===== src/hdl/rse_pkg.sv =====
// Shared types, constants and microcode word layout for the RPN stack evaluator.
`timescale 1ns / 1ps

package rse_pkg;

	localparam int STACK_DEPTH = 128;
	localparam int AW          = $clog2(STACK_DEPTH);
	localparam int CW          = $clog2(STACK_DEPTH + 1);
	localparam int DATA_W      = 32;
	localparam int FRAC_W      = 16;
	localparam int OPC_W       = 3;
	localparam int STAT_W      = 3;
	localparam int DEPTH_W     = 8;
	localparam int DIV_STEPS   = DATA_W;
	localparam int ITER_W      = $clog2(DIV_STEPS);
	localparam int UPC_W       = 5;

	typedef logic [UPC_W-1:0] upc_t;

	typedef enum logic [OPC_W-1:0] {
		OP_PUSH   = 3'd0,
		OP_ADD    = 3'd1,
		OP_SUB    = 3'd2,
		OP_MUL    = 3'd3,
		OP_DIV    = 3'd4,
		OP_FINISH = 3'd5
	} opcode_t;

	typedef enum logic [STAT_W-1:0] {
		ST_OK       = 3'd0,
		ST_FULL     = 3'd1,
		ST_FEW      = 3'd2,
		ST_DIVZERO  = 3'd3,
		ST_INVALID  = 3'd4,
		ST_NORESULT = 3'd5
	} status_t;

	typedef enum logic {
		SEQ_IDLE,
		SEQ_RUN
	} seq_state_t;

	typedef enum logic {
		RD_TOP,
		RD_NEXT
	} rd_sel_t;

	typedef enum logic [2:0] {
		ALU_NONE,
		ALU_ADDSUB,
		ALU_MUL_PROD,
		ALU_MUL_CLAMP,
		ALU_DIV_INIT,
		ALU_DIV_STEP,
		ALU_DIV_CLAMP
	} alu_op_t;

	typedef enum logic [1:0] {
		WR_NONE,
		WR_PUSH,
		WR_RESULT
	} wr_op_t;

	typedef enum logic [3:0] {
		JC_NEXT,
		JC_ALWAYS,
		JC_FULL,
		JC_FEW,
		JC_EMPTY,
		JC_BZERO,
		JC_OVF,
		JC_MORE,
		JC_IS_MUL,
		JC_IS_DIV
	} jcond_t;

	typedef struct packed {
		rd_sel_t rd;
		logic    ld_b;
		logic    ld_a;
		alu_op_t alu;
		wr_op_t  wr;
		logic    cnt_clr;
		logic    done;
		status_t status;
		logic    res_valid;
		jcond_t  jc;
		upc_t    target;
	} ucw_t;

	typedef struct packed {
		logic full;
		logic few;
		logic empty;
		logic bzero;
		logic ovf;
		logic more;
		logic is_mul;
		logic is_div;
	} dp_flags_t;

	typedef struct packed {
		logic [DATA_W-1:0]  value;
		logic               sat;
		logic [DEPTH_W-1:0] depth;
	} dp_result_t;

endpackage


===== src/hdl/rse_microcode.sv =====
// Microcode ROM and sequencer: step counter, opcode dispatch and conditional jumps.
`timescale 1ns / 1ps

module rse_microcode (
	input  logic                      clk,
	input  logic                      arst_n,
	input  logic                      accept,
	input  logic [rse_pkg::OPC_W-1:0] opcode,
	input  logic                      out_free,
	input  rse_pkg::dp_flags_t        flags,
	output rse_pkg::ucw_t             ctrl,
	output logic                      busy
);
	import rse_pkg::*;

	localparam upc_t UA_PUSH     = 5'd0;
	localparam upc_t UA_FINISH   = 5'd2;
	localparam upc_t UA_ARITH    = 5'd4;
	localparam upc_t UA_MUL      = 5'd9;
	localparam upc_t UA_DIV      = 5'd11;
	localparam upc_t UA_DIV_LOOP = 5'd13;
	localparam upc_t UA_DIV_END  = 5'd14;
	localparam upc_t UA_WB       = 5'd15;
	localparam upc_t UA_ERR_FULL = 5'd16;
	localparam upc_t UA_ERR_FEW  = 5'd17;
	localparam upc_t UA_ERR_DIVZ = 5'd18;
	localparam upc_t UA_INVALID  = 5'd19;
	localparam upc_t UA_NORES    = 5'd20;

	function automatic ucw_t rom_word(input upc_t a);
		ucw_t w;
		w = '0;
		case (a)
			UA_PUSH: begin
				w.jc = JC_FULL;
				w.target = UA_ERR_FULL;
			end
			5'd1: begin
				w.wr = WR_PUSH;
				w.done = 1'b1;
				w.status = ST_OK;
			end
			UA_FINISH: begin
				w.rd = RD_TOP;
				w.jc = JC_EMPTY;
				w.target = UA_NORES;
			end
			5'd3: begin
				w.cnt_clr = 1'b1;
				w.done = 1'b1;
				w.status = ST_OK;
				w.res_valid = 1'b1;
			end
			UA_ARITH: begin
				w.rd = RD_TOP;
				w.jc = JC_FEW;
				w.target = UA_ERR_FEW;
			end
			5'd5: begin
				w.ld_b = 1'b1;
				w.rd = RD_NEXT;
			end
			5'd6: begin
				w.ld_a = 1'b1;
				w.jc = JC_IS_MUL;
				w.target = UA_MUL;
			end
			5'd7: begin
				w.jc = JC_IS_DIV;
				w.target = UA_DIV;
			end
			5'd8: begin
				w.alu = ALU_ADDSUB;
				w.jc = JC_ALWAYS;
				w.target = UA_WB;
			end
			UA_MUL: begin
				w.alu = ALU_MUL_PROD;
			end
			5'd10: begin
				w.alu = ALU_MUL_CLAMP;
				w.jc = JC_ALWAYS;
				w.target = UA_WB;
			end
			UA_DIV: begin
				w.alu = ALU_DIV_INIT;
				w.jc = JC_BZERO;
				w.target = UA_ERR_DIVZ;
			end
			5'd12: begin
				w.jc = JC_OVF;
				w.target = UA_DIV_END;
			end
			UA_DIV_LOOP: begin
				w.alu = ALU_DIV_STEP;
				w.jc = JC_MORE;
				w.target = UA_DIV_LOOP;
			end
			UA_DIV_END: begin
				w.alu = ALU_DIV_CLAMP;
			end
			UA_WB: begin
				w.wr = WR_RESULT;
				w.done = 1'b1;
				w.status = ST_OK;
			end
			UA_ERR_FULL: begin
				w.cnt_clr = 1'b1;
				w.done = 1'b1;
				w.status = ST_FULL;
			end
			UA_ERR_FEW: begin
				w.cnt_clr = 1'b1;
				w.done = 1'b1;
				w.status = ST_FEW;
			end
			UA_ERR_DIVZ: begin
				w.cnt_clr = 1'b1;
				w.done = 1'b1;
				w.status = ST_DIVZERO;
			end
			UA_INVALID: begin
				w.cnt_clr = 1'b1;
				w.done = 1'b1;
				w.status = ST_INVALID;
			end
			UA_NORES: begin
				w.cnt_clr = 1'b1;
				w.done = 1'b1;
				w.status = ST_NORESULT;
			end
			default: begin
				w.cnt_clr = 1'b1;
				w.done = 1'b1;
				w.status = ST_INVALID;
			end
		endcase
		return w;
	endfunction

	seq_state_t state_q, state_d;
	upc_t       pc_q, pc_d, entry;
	ucw_t       cw;
	logic       fire, take;

	always_comb begin
		case (opcode)
			OP_PUSH:                        entry = UA_PUSH;
			OP_ADD, OP_SUB, OP_MUL, OP_DIV: entry = UA_ARITH;
			OP_FINISH:                      entry = UA_FINISH;
			default:                        entry = UA_INVALID;
		endcase
	end

	always_ff @(posedge clk or negedge arst_n) begin
		if (!arst_n) begin
			state_q <= SEQ_IDLE;
			pc_q    <= '0;
		end else begin
			state_q <= state_d;
			pc_q    <= pc_d;
		end
	end

	always_comb begin
		cw   = rom_word(pc_q);
		fire = (state_q == SEQ_RUN) && (!cw.done || out_free);
		ctrl = fire ? cw : '0;
		busy = (state_q == SEQ_RUN);
		case (cw.jc)
			JC_NEXT:   take = 1'b0;
			JC_ALWAYS: take = 1'b1;
			JC_FULL:   take = flags.full;
			JC_FEW:    take = flags.few;
			JC_EMPTY:  take = flags.empty;
			JC_BZERO:  take = flags.bzero;
			JC_OVF:    take = flags.ovf;
			JC_MORE:   take = flags.more;
			JC_IS_MUL: take = flags.is_mul;
			JC_IS_DIV: take = flags.is_div;
			default:   take = 1'b0;
		endcase
		state_d = state_q;
		pc_d    = pc_q;
		case (state_q)
			SEQ_IDLE: begin
				if (accept) begin
					state_d = SEQ_RUN;
					pc_d    = entry;
				end
			end
			SEQ_RUN: begin
				if (fire) begin
					if (cw.done) begin
						state_d = SEQ_IDLE;
					end else begin
						pc_d = take ? cw.target : upc_t'(pc_q + 1'b1);
					end
				end
			end
			default: begin
				state_d = SEQ_IDLE;
			end
		endcase
	end

endmodule


===== config.mk =====
export PLATFORM = sky130hd
export DESIGN_NAME = rse_microcode
export DESIGN_NICKNAME = d
export VERILOG_FILES = /design/src/hdl/rse_pkg.sv /design/src/hdl/rse_microcode.sv
export SDC_FILE = /design/constraint.sdc
export NUM_CORES = 1
export LEC_CHECK = 0
export ABC_CLOCK_PERIOD_IN_PS = 4100
export BUFFER_PORTS_ARGS = -buffer_cell sky130_fd_sc_hd__buf_2
export CORE_ASPECT_RATIO = 0.9
export CORE_MARGIN = 3
export CORE_UTILIZATION = 55
export CTS_BUF_LIST = sky130_fd_sc_hd__clkbuf_4 sky130_fd_sc_hd__clkbuf_8 sky130_fd_sc_hd__clkbuf_16
export CTS_CLUSTER_SIZE = 25
export DETAILED_ROUTE_END_ITERATION = 10
export HOLD_SLACK_MARGIN = 0.03
export MAX_ROUTING_LAYER = met4
export PLACE_DENSITY = 0.86
export SLEW_MARGIN = 20
export SYNTH_ARGS = -nofsm -noshare
export SYNTH_HDL_FRONTEND = slang
export SYNTH_SLANG_ARGS = --single-unit
export TNS_END_PERCENT = 20

===== constraint.sdc =====
create_clock -name clk -period 4.1 [get_ports clk]
set_clock_uncertainty 0.1 [all_clocks]
set_input_delay 0.82 -clock clk [delete_from_list [all_inputs] [get_ports clk]]
set_output_delay 0.82 -clock clk [all_outputs]
set_load 0.02 [all_outputs]

==> reports/metrics.cfg <==
[finish]
fin_util = 0.683
area_growth_pct = 15.3
drive_above_1_share = 0.287
antenna_cells = 0
fin_cells = 220
fin_nets = 218

[pwr]
p_int_mw = 0.463
seqPwrFrac = 0.149
p_sw_frac = 0.598
power_density_mw_per_mm2 = 856
p_leak_nw = 0.618
switchingPower_mw = 0.690
pwr-share-clk = 0.046
p_comb_frac = 0.805
peakVddDrop_v = 0.000540

[timing]
rsz0062_at_grt = no
timing.final.crit_share = 0.923
hold_violations = 0
fin_setup_tns_ps = 0
final_max_slew_viol_count = 0
tightest_slew_ps = 798
finalSetupViolations = 0
fmax_ghz = 0.264
relSlewSlack = 0.468
post-route-min-period_ps = 3790

[logic_synthesis]
netlist_instances = 165
synth-edff-count = 0
yosysWarnings = 0
yosys.cell_types.count = 55
synth_seq_area_share = 0.129
ys_ff_latch = 6
synthFlopType = dfrtp_1
synth_nets = 186
async_flop_share = 1.00
syn_avg_cell_area_um2 = 7.07
synth_area_mm2 = 0.00117

[routing]
drc = 0
drt-pass1-iter-count = 4
drt_iter0_drc = 92
via_per_inst = 6.49
final_antenna_net_count = 0
wire_per_inst_um = 15.8
vias = 1427
routed_wl_mm = 3.48

[clock_network]
cts_max_level = 1
worst_skew_pair.late_latency_ps = 240
clock_path_buffers = 2
numCtsBuffers = 3
cts_setup_buffers = 0
cts_tree = done
hold_buffers = 0
root_buffer = clkbuf_4
postCtsResizedCells = 0
cts.sinks = 6
clk_pin_slew_worst_paths_ps = 40

[setup_path]
endpoint_kind = output pin
cp.required_ps = 3180
critical_path.max_stage_delay_ps = 620
startpoint_type = flop
path_cells = ha_1 -> and3_1 -> ha_1 -> nor2_1 -> and2_1 -> o21ai_2 -> nor4bb_1 -> buf_2
worstPathArrival_ps = 2870
crit_top_cell = ha_1
cp_max_fo = 19
path_class = flop to output pin
slowest_stage = o21ai_2

[floorplan]
start_util = 0.592
die_x_um = 54.6
dieArea_mm2 = 0.00271
core_area_mm2 = 0.00197
die_h_um = 49.7
design.portCount = 39
rows = 15

[global_route]
use_met3 = 0.0393
use_met1 = 0.401
antenna_found_initial = 0
grt_remaining_overflow = 0
grt_pass1_vias = 1292
grt_max_degree = 26
grt_use_met2 = 0.394
gr-max-usage-layer = met1
grt_pass1_wl_mm = 5.64
grt_usage = 0.277

[placed_design]
gp_congestion = 1.01
numPlacedInstances = 217
dp_hpwl_mm = 2.58
port_buffers = 38

[outcome]
status = finished, final reports clean

[job]
drv_cap = 0

[hold_path]
holdCritPathClass = input pin to async pin

## worst max-delay path, delay by kind of cell, from the launching register on
family	cells	cell delay (ps)
AOI/OAI and AO/OA	1	620
and+or+nand+nor	4	690
adders and majority gates	2	690
DFF	1	410
buffers and inverters	1	200
## registers in the layout, indices dropped and copies added, names as in the netlist
register,count
pc_q,5
busy,1
## synth_stat cells (2+ instances only)
cell	instances	area share
a211o_1	3	0.023
a21boi_0	4	0.026
a21o_1	2	0.013
a21oi_1	15	0.064
a22oi_1	2	0.013
a31oi_1	3	0.016
and3_1	2	0.011
buf_2	4	0.017
buf_4	5	0.032
clkbuf_1	3	0.0096
dfrtp_1	6	0.13
ha_1	6	0.064
inv_1	5	0.016
nand2_1	12	0.039
nand2b_1	3	0.016
nand3_1	5	0.021
nor2_1	24	0.077
nor2b_1	3	0.016
nor3_1	9	0.039
nor4_1	2	0.011
o211ai_1	3	0.019
o21a_1	2	0.013
o21ai_0	6	0.026
o22ai_1	2	0.011
o31a_1	2	0.015
or2_2	2	0.011
xor2_1	2	0.015
## area by class of cell
cell class | count | area (um^2)
Inverter | 5 | 18.8
Clock buffer | 3 | 22.5
Sequential cell | 6 | 150
Multi-Input combinational cell | 141 | 918
Timing Repair Buffer | 40 | 205
Tap cell | 25 | 31.3
Fill cell | 178 | 624
## cells by family after synthesis
kind of cell,Yosys count,share of synthesized area
compound gates,59,0.364
mux,2,0.0182
fa+ha+maj,6,0.0643
xor+xnor,3,0.0225
flops,6,0.129
buf+inv,18,0.0847
simple gates,71,0.317
## layer usage
metal / up-vias / share of wire
li1: 675 / -
met1: 650 / 0.41
met4: 0 / 0.0078
met5: - / 0
met3: 4 / 0.11
met2: 98 / 0.46
## power by group through the flow
| stage | clock network [mW] | registers [mW] | logic (mW) |
|---|---|---|---|
| after global placement | 0 | 0.166 | 0.879 |
| after global routing | 0.0592 | 0.179 | 1.01 |
| final | 0.0536 | 0.171 | 0.928 |
| after floorplan | 0 | 0.127 | 0.764 |
| after CTS | 0.0551 | 0.168 | 0.914 |
| after detailed placement | 0 | 0.169 | 0.908 |
## cell usage in the layout (no fill, tap or decap), drive strengths merged, types with 4 or more instances in the layout
cell type | Yosys | final
dfrtp | 6 | 6
nand2 | 12 | 12
a21boi | 4 | 4
buf | 10 | 40
nor3 | 9 | 9
ha | 6 | 6
inv | 5 | 5
nand3 | 5 | 5
a21oi | 16 | 16
nor2 | 25 | 25
o21ai | 8 | 8
## worst paths after layout
kind	start	endpoint	slack, ps	cells after the start
max	pc_q[0]$_DFFE_PN0P_	ctrl[20]	310	8
min	arst_n	busy$_DFF_PN0_	290	1
max reg2reg	pc_q[0]$_DFFE_PN0P_	pc_q[3]$_DFFE_PN0P_	1120	8
min reg2reg	pc_q[0]$_DFFE_PN0P_	pc_q[0]$_DFFE_PN0P_	570	2
max in group asynchronous	arst_n	pc_q[3]$_DFFE_PN0P_	3470	1
min in group clk	pc_q[0]$_DFFE_PN0P_	pc_q[0]$_DFFE_PN0P_	570	2
## metrics by stage
step	power (mW)	hold slack, ps	setup WS [ps]	cell area (um^2)
floorplan	0.890	424	552	1170
CTS	1.14	287	361	1350
detailed placement	1.08	545	641	1320
global route	1.25	289	150	1350
finish	1.15	289	315	1350
global placement	1.05	544	774	1320
No activity file was read; power rests on OpenSTA's default activity.
